===== src/design/lsm_pkg.sv =====
package lsm_pkg;

  localparam int LAYER_COUNT_DEF = 16;

  // Heights and ranges are carried at a width that covers every legal pool
  // size plus the signed 6-bit request.
  localparam int HT_W = 10;
  // Slot numbers at a width that covers every legal pool size.
  localparam int ID_W = 8;

  localparam logic SLOT_TAKEN = 1'b1;

  localparam logic signed [HT_W-1:0] H_NEG1 = '1;
  localparam logic signed [HT_W-1:0] H_ZERO = '0;
  localparam logic signed [HT_W-1:0] H_ONE  = HT_W'(1);

  typedef enum logic [1:0] {
    MODE_ALLOC = 2'd0,
    MODE_SET   = 2'd1,
    MODE_FREE  = 2'd2,
    MODE_READ  = 2'd3
  } mode_t;

  typedef enum logic [1:0] {
    ST_OK        = 2'd0,
    ST_EMPTY     = 2'd1,
    ST_NOT_ALLOC = 2'd2
  } status_t;

  typedef enum logic {
    S_IDLE,
    S_EXEC
  } state_t;

  // Stack cell control: a cell at height h takes its lower neighbor when h
  // lies in the below range, its upper neighbor when h lies in the above
  // range, and the moved layer when h equals put_h.
  typedef struct packed {
    logic signed [HT_W-1:0] below_lo;
    logic signed [HT_W-1:0] below_hi;
    logic signed [HT_W-1:0] above_lo;
    logic signed [HT_W-1:0] above_hi;
    logic signed [HT_W-1:0] put_h;
  } stk_ctrl_t;

  // Slot cell control: layers whose height lies in the inc range move up by
  // one, those in the dec range move down by one; the target slot is
  // claimed, given a new height or released.
  typedef struct packed {
    logic signed [HT_W-1:0] inc_lo;
    logic signed [HT_W-1:0] inc_hi;
    logic signed [HT_W-1:0] dec_lo;
    logic signed [HT_W-1:0] dec_hi;
    logic [ID_W-1:0]        tgt;
    logic signed [HT_W-1:0] tgt_h;
    logic                   claim;
    logic                   set_h;
    logic                   release_slot;
  } slot_ctrl_t;

endpackage


===== src/design/lsm_stack_cell.sv =====
module lsm_stack_cell #(
  parameter int IDX = 0,
  parameter int IW  = 4
) (
  input  logic              clk,
  input  lsm_pkg::stk_ctrl_t ctrl,
  input  logic [IW-1:0]     put_id,
  input  logic [IW-1:0]     from_below,
  input  logic [IW-1:0]     from_above,
  output logic [IW-1:0]     entry
);
  import lsm_pkg::*;

  localparam logic signed [HT_W-1:0] H = HT_W'(IDX);

  logic take_put;
  logic take_below;
  logic take_above;

  assign take_put   = (ctrl.put_h == H);
  assign take_below = (H >= ctrl.below_lo) && (H <= ctrl.below_hi);
  assign take_above = (H >= ctrl.above_lo) && (H <= ctrl.above_hi);

  // Entries above the top are never read, so the stack needs no reset.
  always_ff @(posedge clk) begin
    priority if (take_put) begin
      entry <= put_id;
    end else if (take_below) begin
      entry <= from_below;
    end else if (take_above) begin
      entry <= from_above;
    end
  end

endmodule


===== src/design/lsm_slot_cell.sv =====
module lsm_slot_cell #(
  parameter int IDX = 0,
  parameter int HW  = 5
) (
  input  logic                  clk,
  input  logic                  rst,
  input  lsm_pkg::slot_ctrl_t   ctrl,
  output logic                  in_use,
  output logic signed [HW-1:0]  height
);
  import lsm_pkg::*;

  logic                   hit;
  logic signed [HT_W-1:0] h_w;
  logic                   do_inc;
  logic                   do_dec;

  assign hit    = (ctrl.tgt == ID_W'(IDX));
  assign h_w    = HT_W'(height);
  assign do_inc = (h_w >= ctrl.inc_lo) && (h_w <= ctrl.inc_hi);
  assign do_dec = (h_w >= ctrl.dec_lo) && (h_w <= ctrl.dec_hi);

  always_ff @(posedge clk) begin
    if (rst) begin
      in_use <= 1'b0;
      height <= '1;
    end else if (hit && (ctrl.claim || ctrl.set_h)) begin
      if (ctrl.claim) begin
        in_use <= SLOT_TAKEN;
        height <= '1;
      end else begin
        height <= HW'(ctrl.tgt_h);
        if (ctrl.release_slot) begin
          in_use <= 1'b0;
        end
      end
    end else if (do_inc) begin
      height <= HW'(h_w + H_ONE);
    end else if (do_dec) begin
      height <= HW'(h_w - H_ONE);
    end
  end

endmodule


===== src/design/layer_stack_manager.sv =====
// Z-order stack for a pool of LAYER_COUNT display layers. A command is taken
// when start is high and busy is low; it runs in two steps: the first
// registers the command together with the layer's current height and the
// lowest free slot, the second moves every layer in the stack at once, one
// stack cell per height shifting from its neighbor and one slot cell per layer
// renumbering its own height. The single result appears with done high for one
// cycle, the same cycle in which busy falls, and cannot be stalled by the receiver; a
// new command may be started in that same cycle. top_height always reports the
// stack top after the command.
module layer_stack_manager #(
  parameter int LAYER_COUNT = lsm_pkg::LAYER_COUNT_DEF
) (
  input  logic              clk,
  input  logic              rst,
  input  logic              start,
  input  logic [1:0]        mode,
  input  logic [3:0]        layer_id,
  input  logic signed [5:0] req_height,
  output logic              busy,
  output logic              done,
  output logic [1:0]        status,
  output logic [3:0]        result_layer,
  output logic signed [4:0] final_height,
  output logic signed [4:0] top_height
);
  import lsm_pkg::*;

  localparam int IW = (LAYER_COUNT > 1) ? $clog2(LAYER_COUNT) : 1;
  localparam int HW = IW + 1;

  state_t state;
  state_t state_next;

  logic                   cmd_valid;
  logic                   cmd_found;
  logic [1:0]             cmd_mode;
  logic [3:0]             cmd_id;
  logic [IW-1:0]          cmd_slot;
  logic signed [HT_W-1:0] cmd_req;
  logic signed [HT_W-1:0] cmd_old;
  logic signed [HW-1:0]   top;

  logic [IW-1:0]        stack_q [LAYER_COUNT];
  logic                 slot_use [LAYER_COUNT];
  logic signed [HW-1:0] slot_h [LAYER_COUNT];

  logic          accept;
  logic          exec;
  logic          free_found;
  logic [IW-1:0] free_slot;
  logic [IW-1:0] look_idx;
  logic          look_valid;

  stk_ctrl_t              stk_ctrl;
  slot_ctrl_t             slot_ctrl;
  logic signed [HT_W-1:0] top_next;
  logic signed [HT_W-1:0] nh;
  logic                   is_set;
  logic                   read_ok;
  logic [IW-1:0]          read_val;

  assign accept = start && !busy;
  assign exec   = (state == S_EXEC);
  assign busy   = exec;

  always_ff @(posedge clk) begin
    if (rst) begin
      state <= S_IDLE;
    end else begin
      state <= state_next;
    end
  end

  always_comb begin
    state_next = state;
    unique case (state)
      S_IDLE: begin
        if (start) begin
          state_next = S_EXEC;
        end
      end
      S_EXEC: begin
        state_next = S_IDLE;
      end
    endcase
  end

  // Lowest free slot; the scan runs downward so the lowest index wins.
  always_comb begin
    free_found = 1'b0;
    free_slot  = '0;
    for (int i = LAYER_COUNT - 1; i >= 0; i--) begin
      if (!slot_use[i]) begin
        free_found = 1'b1;
        free_slot  = IW'(i);
      end
    end
  end

  assign look_idx   = IW'(layer_id);
  assign look_valid = (int'(layer_id) < LAYER_COUNT) && slot_use[look_idx];

  always_ff @(posedge clk) begin
    if (accept) begin
      cmd_mode  <= mode;
      cmd_id    <= layer_id;
      cmd_req   <= HT_W'(req_height);
      cmd_old   <= HT_W'(slot_h[look_idx]);
      cmd_valid <= look_valid;
      cmd_slot  <= free_slot;
      cmd_found <= free_found;
    end
  end

  always_comb begin
    logic signed [HT_W-1:0] top_w;
    logic signed [HT_W-1:0] lim;
    logic signed [HT_W-1:0] nh_set;
    logic signed [HT_W-1:0] x_end;
    logic signed [HT_W-1:0] y_end;
    logic                   is_free;
    logic                   move;
    logic                   raise;
    logic                   lower;

    top_w   = HT_W'(top);
    lim     = (cmd_old >= H_ZERO) ? top_w : top_w + H_ONE;
    if (cmd_req > lim) begin
      nh_set = lim;
    end else if (cmd_req < H_NEG1) begin
      nh_set = H_NEG1;
    end else begin
      nh_set = cmd_req;
    end

    is_set  = exec && (cmd_mode == MODE_SET) && cmd_valid;
    is_free = exec && (cmd_mode == MODE_FREE) && cmd_valid;
    nh      = is_free ? H_NEG1 : nh_set;
    move    = (is_set || is_free) && (nh != cmd_old);

    // Raise: the moved layer lands below others, which rise by one.
    raise = move && (nh >= H_ZERO) && ((cmd_old < H_ZERO) || (cmd_old > nh));
    x_end = (cmd_old < H_ZERO) ? top_w + H_ONE : cmd_old;
    // Lower: layers above the old place fall by one.
    lower = move && (cmd_old >= H_ZERO) && ((nh < H_ZERO) || (nh > cmd_old));
    y_end = (nh < H_ZERO) ? top_w : nh;

    stk_ctrl.below_lo = raise ? nh + H_ONE : H_ZERO;
    stk_ctrl.below_hi = raise ? x_end : H_NEG1;
    stk_ctrl.above_lo = lower ? cmd_old : H_ZERO;
    stk_ctrl.above_hi = lower ? y_end - H_ONE : H_NEG1;
    stk_ctrl.put_h    = (move && (nh >= H_ZERO)) ? nh : H_NEG1;

    slot_ctrl.inc_lo       = raise ? nh : H_ZERO;
    slot_ctrl.inc_hi       = raise ? x_end - H_ONE : H_NEG1;
    slot_ctrl.dec_lo       = lower ? cmd_old + H_ONE : H_ZERO;
    slot_ctrl.dec_hi       = lower ? y_end : H_NEG1;
    slot_ctrl.tgt          = (cmd_mode == MODE_ALLOC) ? ID_W'(cmd_slot) : ID_W'(cmd_id);
    slot_ctrl.tgt_h        = nh;
    slot_ctrl.claim        = exec && (cmd_mode == MODE_ALLOC) && cmd_found;
    slot_ctrl.set_h        = is_set || is_free;
    slot_ctrl.release_slot = is_free;

    top_next = top_w;
    if (move && (cmd_old < H_ZERO)) begin
      top_next = top_w + H_ONE;
    end else if (move && (nh < H_ZERO)) begin
      top_next = top_w - H_ONE;
    end
  end

  assign read_ok  = (cmd_req >= H_ZERO) && (cmd_req <= HT_W'(top));
  assign read_val = stack_q[cmd_req[IW-1:0]];

  for (genvar i = 0; i < LAYER_COUNT; i++) begin : g_cells
    logic [IW-1:0] below_val;
    logic [IW-1:0] above_val;

    if (i == 0) begin : g_bot
      assign below_val = '0;
    end else begin : g_mid_b
      assign below_val = stack_q[i-1];
    end
    if (i == LAYER_COUNT - 1) begin : g_top
      assign above_val = '0;
    end else begin : g_mid_a
      assign above_val = stack_q[i+1];
    end

    lsm_stack_cell #(
      .IDX (i),
      .IW  (IW)
    ) u_stack (
      .clk        (clk),
      .ctrl       (stk_ctrl),
      .put_id     (IW'(cmd_id)),
      .from_below (below_val),
      .from_above (above_val),
      .entry      (stack_q[i])
    );

    lsm_slot_cell #(
      .IDX (i),
      .HW  (HW)
    ) u_slot (
      .clk    (clk),
      .rst    (rst),
      .ctrl   (slot_ctrl),
      .in_use (slot_use[i]),
      .height (slot_h[i])
    );
  end

  always_ff @(posedge clk) begin
    if (rst) begin
      top  <= '1;
      done <= 1'b0;
    end else begin
      done <= exec;
      if (exec) begin
        top <= HW'(top_next);
      end
    end
  end

  always_ff @(posedge clk) begin
    if (exec) begin
      top_height   <= 5'(top_next);
      result_layer <= '0;
      final_height <= '1;
      unique case (cmd_mode)
        MODE_ALLOC: begin
          status <= cmd_found ? ST_OK : ST_EMPTY;
          if (cmd_found) begin
            result_layer <= 4'(cmd_slot);
          end
        end
        MODE_SET: begin
          status <= cmd_valid ? ST_OK : ST_NOT_ALLOC;
          if (is_set) begin
            final_height <= 5'(nh);
          end
        end
        MODE_FREE: begin
          status <= cmd_valid ? ST_OK : ST_NOT_ALLOC;
        end
        MODE_READ: begin
          status <= read_ok ? ST_OK : ST_EMPTY;
          if (read_ok) begin
            result_layer <= 4'(read_val);
            final_height <= 5'(cmd_req);
          end
        end
      endcase
    end
  end

endmodule


===== config.mk =====
export PLATFORM = sky130hd
export DESIGN_NAME = layer_stack_manager
export DESIGN_NICKNAME = d
export VERILOG_FILES = /design/src/design/lsm_pkg.sv /design/src/design/lsm_stack_cell.sv /design/src/design/lsm_slot_cell.sv /design/src/design/layer_stack_manager.sv
export SDC_FILE = /design/constraint.sdc
export NUM_CORES = 1
export LEC_CHECK = 0
export BUFFER_PORTS_ARGS = -buffer_cell sky130_fd_sc_hd__clkbuf_2
export CAP_MARGIN = 20
export CORE_ASPECT_RATIO = 1.25
export CORE_UTILIZATION = 50
export DETAILED_ROUTE_END_ITERATION = 7
export PLACE_DENSITY = 0.74
export SETUP_SLACK_MARGIN = 0.3
export SYNTH_ARGS = -nofsm -noshare
export SYNTH_HDL_FRONTEND = slang
export SYNTH_SLANG_ARGS = --single-unit

===== constraint.sdc =====
create_clock -name clk -period 9.95 [get_ports clk]
set_input_delay 1.99 -clock clk [delete_from_list [all_inputs] [get_ports clk]]
set_output_delay 1.99 -clock clk [all_outputs]
set_load 0.02 [all_outputs]

==> reports/results.tsv, run 1 <==
stage	metric	value	unit
status	outcome	completed	
layout	nets	3410	
power	Cell Pwr Density	263	nW/µm²
routing	routed vias	23500	
sta	fin crit period	9.00	ns
synthesis	Synth area leader	ha_1	
placement	# port buffers	32	
synthesis	#FFs+latches synth	206	
worst_setup_path	crit path DAT	9.45	ns
worst_setup_path	Max FO, Critical Path	19	
routing	vias per cell	6.68	
placement	DP Wirelength	63300	µm
layout	area of the multi-input gates	19600	µm²
synthesis	Synth Area per Inst	9.06	µm²
die	Starting Density	51.0	%
hold_path	HP Class	reg2reg	
job	max-cap violations	0	
worst_setup_path	Worst path max stage delay	0.76	ns
clock_tree	clock root cell	clkbuf_16	
clock_tree	clk sinks	206	
clock_tree	clk buf depth	3	
sta	final worst slack	0.954	ns
worst_setup_path	critical path startpoint category	flop	
worst_setup_path	path type of the worst setup path	reg2reg	
worst_setup_path	CP dominant cell by count	ha_1	
die	die height	254	µm
clock_tree	CTS tree	yes	
routing	DRT antenna net count	0	
power	Worst VDD drop	0.197	mV
clock_tree	Hold Buf Count CTS	0	
routing	Residual DRC	0	
clock_tree	clk slew on worst S/H paths	0.06	ns
layout	area grow syn2layout	8.23	%
sta	worst slew pin tran	1.23	ns
routing	number of detailed-route iterations in the first pass	6	
sta	Max Slew Vio Count	0	
layout	Fill cells	4524	
synthesis	Synth cell types	89	
global_routing	vias in the first global route	23100	
synthesis	Synth Instances	2793	
sta	final clock skew	0.0226	ns
die	Chip Width	203	µm
synthesis	most frequent cell after synthesis	ha_1	
placement	Place WS	0.914	ns
synthesis	Mapped Area	25300	µm²
routing	DR iter-0 viols	1928	
layout	register area	5150	µm²
routing	WL/cell	24.4	µm
synthesis	top cells by count, synth	ha_1 (526), o21ai_0 (189), a21oi_1 (187)	
synthesis	Top FF cell, synth	edfxtp_1	
placement	gpl congestion	0.986	
layout	fraction of layout cells with a size suffix above 1	9.30	%
die	core region area	49600	µm²
power	leakage power	11.9	nW
die	die area	51500	µm²
sta	Post-Route Hold Slack	0.508	ns
die	io pins	33	
synthesis	FFs w/ async S/R, synth	0	%
worst_setup_path	critical path required time	10.41	ns
sta	setup violators final	0	
synthesis	Synth Warn #	0	
routing	Post-Route WL	86100	µm
synthesis	part of the Yosys area used for sequential elements	20.4	%
sta	Final period util	90.4	%
clock_tree	Skew-Pair Late Insertion Delay	0.58	ns
global_routing	initial antenna violation count	4	
worst_setup_path	highest-delay cell along the critical path	edfxtp_1	
sta	endpoints failing hold	0	
synthesis	Synth top area share	26.0	%
worst_setup_path	endpoint class of the critical path	flop	
sta	Fin Setup TNS	0	ns
synthesis	number of enable flip-flop cells after synthesis	103	
global_routing	largest net degree at the start of global routing	72	
sta	fmax	0.111	GHz
die	row cnt	91	
global_routing	total gr overflow	0	
clock_tree	htree depth	1	
clock_tree	TritonCTS Buffers	25	
synthesis	ranking of synthesized cells by area	ha_1 (26%), edfxtp_1 (12%), dfxtp_1 (8.1%)	
sta	RSZ-0062 raised after global routing	false	
global_routing	first-pass GRT wire length	131000	µm
global_routing	overall fraction of global-route tracks in use	32.8	%
sta	Slew HR	17.6	%
[kinds of logic (layout without fill, tap and decap cells)]
logic type	count (synthesis)	after routing	synth area share [%]
flops	206	206	20.4
compound gates	787	787	20.2
xor+xnor	77	77	2.66
fa+ha+maj	542	542	27.3
mux	196	196	10.6
simple gates	789	789	15.9
other cells	1	33	0.0148
buf+inv	195	243	3.04
[path summary, 6_finish.rpt]
kind	startpoint	to	slack, ns	cells past startpoint
worst min-delay path	g_cells[11].u_slot.in_use$_SDFFE_PP0P_	g_cells[11].u_slot.in_use$_SDFFE_PP0P_	0.51	2
worst min register to register	g_cells[11].u_slot.in_use$_SDFFE_PP0P_	g_cells[11].u_slot.in_use$_SDFFE_PP0P_	0.51	2
worst max-delay path	cmd_old[4]$_DFFE_PP_	g_cells[10].u_slot.height[4]$_SDFFE_PP1P_	0.95	31
worst max register to register	cmd_old[4]$_DFFE_PP_	g_cells[10].u_slot.height[4]$_SDFFE_PP1P_	0.95	31
[final cells by class]
| class | count | share of cell area, % |
|---|---|---|
| Antenna cell | 1 | 0.00913 |
| Clock buffer | 28 | 2.32 |
| Clock inverter | 18 | 0.840 |
| Inverter | 113 | 1.55 |
| Multi-Input combinational cell | 2423 | 71.4 |
| Sequential cell | 206 | 18.8 |
| Tap cell | 651 | 2.97 |
| Timing Repair Buffer | 84 | 2.07 |
[cells in the final DEF, fill, tap and decap left out, types with 9 or more instances in the layout]
cell / netlist / final
a2111oi_0: 9 / 9
a211oi_1: 41 / 41
a21o_1: 89 / 89
a21oi_1: 187 / 181
a22o_1: 17 / 17
a22oi_1: 40 / 40
a31oi_1: 17 / 17
and2_1: 19 / 18
and3_1: 20 / 20
buf_4: 4 / 50
clkbuf_16: 0 / 25
clkbuf_2: 0 / 33
conb_1: 1 / 32
dfxtp_1: 103 / 103
edfxtp_1: 103 / 103
fa_1: 16 / 16
ha_1: 526 / 526
inv_1: 110 / 110
mux2_2: 43 / 43
mux2i_1: 96 / 96
mux4_2: 50 / 50
nand2_1: 156 / 155
nand2b_1: 97 / 97
nand3_1: 82 / 82
nand4_1: 29 / 29
nor2_1: 175 / 172
nor2b_1: 85 / 84
nor3_1: 61 / 58
nor3b_1: 9 / 9
nor4_1: 11 / 10
o2111ai_1: 9 / 9
o211ai_1: 28 / 28
o21a_1: 38 / 38
o21ai_0: 189 / 189
o221ai_1: 9 / 9
o311ai_0: 11 / 11
o31ai_1: 26 / 26
xnor2_1: 72 / 72
[report_power, final]
group          leakage [nW]  switching [mW]  internal (mW)
clock network         0.414           0.406          0.591
registers              1.78           0.426           1.06
logic                  9.75            2.50           2.23
[worst max-delay path: cells and delay by family, from the launching register on]
family                     cells  cell delay [ns]
and+or+nand+nor                7             1.71
buffers and inverters          6             1.28
xor gates and xnor gates       2             0.50
DFF                            1             0.76
AOI/OAI and AO/OA             11             3.12
adders and majority gates      4             1.32
muxes                          1             0.15
[layer usage]
layer | track usage [%] | part of all wire, % | wire (µm)
met1 | 37.4 | 38 | 32400
met2 | 55.4 | 46 | 40000
met3 | 5.45 | 7.6 | 6580
met4 | 24.2 | 8.3 | 7160
met5 | 0 | 0.055 | 47
[per-stage QoR]
step	instances	cell area, µm²	util [%]	power (mW)
2_1_floorplan	2824	25400	-	4.97
3_3_place_gp	3469	26500	53.3	5.82
6_report	3524	27400	55.2	7.21
4_1_cts	3515	27300	55.0	7.13
3_5_place_dp	3469	26500	53.3	6.12
5_1_grt	3523	27400	55.2	7.82
[registers in the layout, indices dropped and copies added, names as in the netlist]
signal	flops
cmd_mode	2
top_height	5
result_layer	4
cmd_found	1
g_cells.u_slot.in_use	16
cmd_req	6
g_cells.u_slot.height	80
cmd_old	5
cmd_valid	1
cmd_id	4
cmd_slot	4
top	5
final_height	5
done	1
g_cells.u_stack.entry	64
status	2
busy	1
[what timing repair did]
item                       CTS  global route
resized for setup            0             0
setup buffers                0             5
setup endpoints to repair    0             5
(Power assumes the default switching activity.)
==> run 2, diff against run 1 <==
- CAP_MARGIN: 20 -> 40
- CORE_UTILIZATION: 50 -> 54
- PLACE_DENSITY: 0.74 -> 0.78
==> run 2 against run 1 <==
Compared with the run above:
- clock power up 4%
- non-clock buffer count up 11
- die area down 7.3%
- sequential share of layout area down 0.092 points
- via count up 1.4%
- core utilization up 4.3 points
- setup slack worse by 0.026 ns
- largest power group unchanged
- count of clock-buffer cells in the layout down 2
- first-iteration DRC count up 21%
- clock skew about the same
==> reports/results.tsv, run 2 (synthesized netlist as in run 1, its figures left out) <==
stage	metric	value	unit
status	outcome	completed	
placement	DP Wirelength	62700	µm
layout	nets	3421	
clock_tree	TritonCTS Buffers	25	
routing	DR iter-0 viols	2340	
global_routing	first-pass GRT wire length	131000	µm
die	die area	47800	µm²
sta	endpoints failing hold	0	
worst_setup_path	critical path startpoint category	flop	
layout	area of the multi-input gates	19600	µm²
worst_setup_path	Worst path max stage delay	0.85	ns
clock_tree	Skew-Pair Late Insertion Delay	0.56	ns
sta	Max Slew Vio Count	0	
clock_tree	htree depth	1	
placement	gpl congestion	1.00	
die	die height	244	µm
clock_tree	clk buf depth	3	
sta	Final period util	90.7	%
layout	non-filler instance count after layout	3471	
routing	vias per cell	6.88	
clock_tree	clk sinks	206	
placement	dpl cells	3417	
die	Starting Density	54.7	%
worst_setup_path	crit path DAT	9.51	ns
routing	DRT antenna net count	0	
layout	area grow syn2layout	8.77	%
layout	fraction of layout cells with a size suffix above 1	9.61	%
layout	commonest non-fill, non-tap cell in the layout	ha_1	
routing	WL/cell	24.7	µm
layout	commonest cells after routing, fill and taps aside	ha_1 (526), o21ai_0 (189), a21oi_1 (181)	
hold_path	HP Class	reg2reg	
sta	Slew HR	31.9	%
die	row cnt	88	
clock_tree	Hold Buf Count CTS	0	
placement	# port buffers	32	
die	core region area	46200	µm²
job	max-cap violations	0	
power	Worst VDD drop	0.181	mV
global_routing	initial antenna violation count	3	
global_routing	overall fraction of global-route tracks in use	35.3	%
die	io pins	33	
routing	routed vias	23900	
global_routing	total gr overflow	0	
worst_setup_path	CP dominant cell by count	ha_1	
layout	Fill cells	3976	
layout	register area	5150	µm²
sta	fmax	0.111	GHz
sta	fin crit period	9.02	ns
worst_setup_path	Max FO, Critical Path	13	
sta	RSZ-0062 raised after global routing	false	
global_routing	vias in the first global route	23500	
clock_tree	CTS tree	yes	
clock_tree	clk slew on worst S/H paths	0.06	ns
layout	max reg flops	80	
worst_setup_path	path type of the worst setup path	reg2reg	
clock_tree	clock root cell	clkbuf_16	
global_routing	largest net degree at the start of global routing	71	
routing	Post-Route WL	85600	µm
routing	Residual DRC	0	
routing	number of detailed-route iterations in the first pass	6	
sta	Post-Route Hold Slack	0.520	ns
worst_setup_path	critical path required time	10.44	ns
worst_setup_path	highest-delay cell along the critical path	a311oi_2	
power	Cell Pwr Density	264	nW/µm²
sta	worst slew pin tran	1.02	ns
layout	top flop regs	g_cells.u_slot.height x80, g_cells.u_stack.entry x64, g_cells.u_slot.in_use x16	
worst_setup_path	endpoint class of the critical path	flop	
die	Chip Width	196	µm
sta	Fin Setup TNS	0	ns
layout	Top reg by flops	g_cells.u_slot.height	
sta	final clock skew	0.0225	ns
sta	setup violators final	0	
power	leakage power	12.0	nW
-- run 2: changes by cell type in the layout (fill, tap and decap cells not counted), sizes merged --
cell / previous run / this run
diode: 1 / 3
clkinv: 10 / 11
buf: 51 / 63
clkbuf: 61 / 58
inv: 113 / 112
bufinv: 5 / 7
-- run 2: cell type report --
cell class,count,area share (%)
inverter,113,1.54
clock inverter,20,1.03
antenna,3,0.0273
clock buffer,26,2.29
sequential,206,18.7
multi-input combinational,2423,71.1
timing repair buffer,95,2.68
tap,585,2.66
-- run 2: path summary, 6_finish.rpt --
kind | startpoint | to | slack, ns | cells after the start
hold reg to reg | g_cells[8].u_slot.in_use$_SDFFE_PP0P_ | g_cells[8].u_slot.in_use$_SDFFE_PP0P_ | 0.52 | 2
hold / removal | g_cells[8].u_slot.in_use$_SDFFE_PP0P_ | g_cells[8].u_slot.in_use$_SDFFE_PP0P_ | 0.52 | 2
setup / recovery | top[0]$_SDFFE_PP1P_ | g_cells[7].u_slot.height[4]$_SDFFE_PP1P_ | 0.93 | 35
setup reg to reg | top[0]$_SDFFE_PP1P_ | g_cells[7].u_slot.height[4]$_SDFFE_PP1P_ | 0.93 | 35
-- run 2: critical path: cells and delay by family, from the launching register on --
family / cells / cell delay [ns]
compound gates: 11 / 2.87
mux: 2 / 0.47
buf+inv: 5 / 1.01
fa+ha+maj: 5 / 1.60
simple gates: 11 / 2.05
flops: 1 / 0.61
xor+xnor: 1 / 0.31
-- run 2: timing repair --
item,4_1_cts,5_1_grt
endpoints found under the setup margin,0,9
resized for setup,0,1
setup buffers,0,3
-- run 2: stage by stage --
stage,power (mW),util (%),area (µm²),worst slack [ns]
after global placement,5.81,57.0,26400,1.01
after floorplan,4.97,-,25400,1.26
after detailed placement,6.13,57.4,26600,0.951
after global routing,7.86,59.5,27500,0.361
final,7.27,59.5,27500,0.927
after CTS,7.20,59.4,27500,0.899
-- run 2: routing by layer --
layer	routed length [µm]	GRT usage [%]	part of all wire (%)	vias up
met5	25	0	0.029	-
met4	7500	28.1	8.8	4
met3	7470	6.32	8.7	464
met2	39700	59.8	46	1333
met1	30900	38.9	36	11300
li1	-	-	-	10800
-- run 2: where the power goes --
group | leakage (nW) | internal [mW] | total, mW | switching (mW)
sequential | 1.78 | 1.06 | 1.49 | 0.423
clock | 0.439 | 0.640 | 1.04 | 0.397
combinational | 9.83 | 2.24 | 4.75 | 2.51
total | 12.0 | 3.94 | 7.27 | 3.33
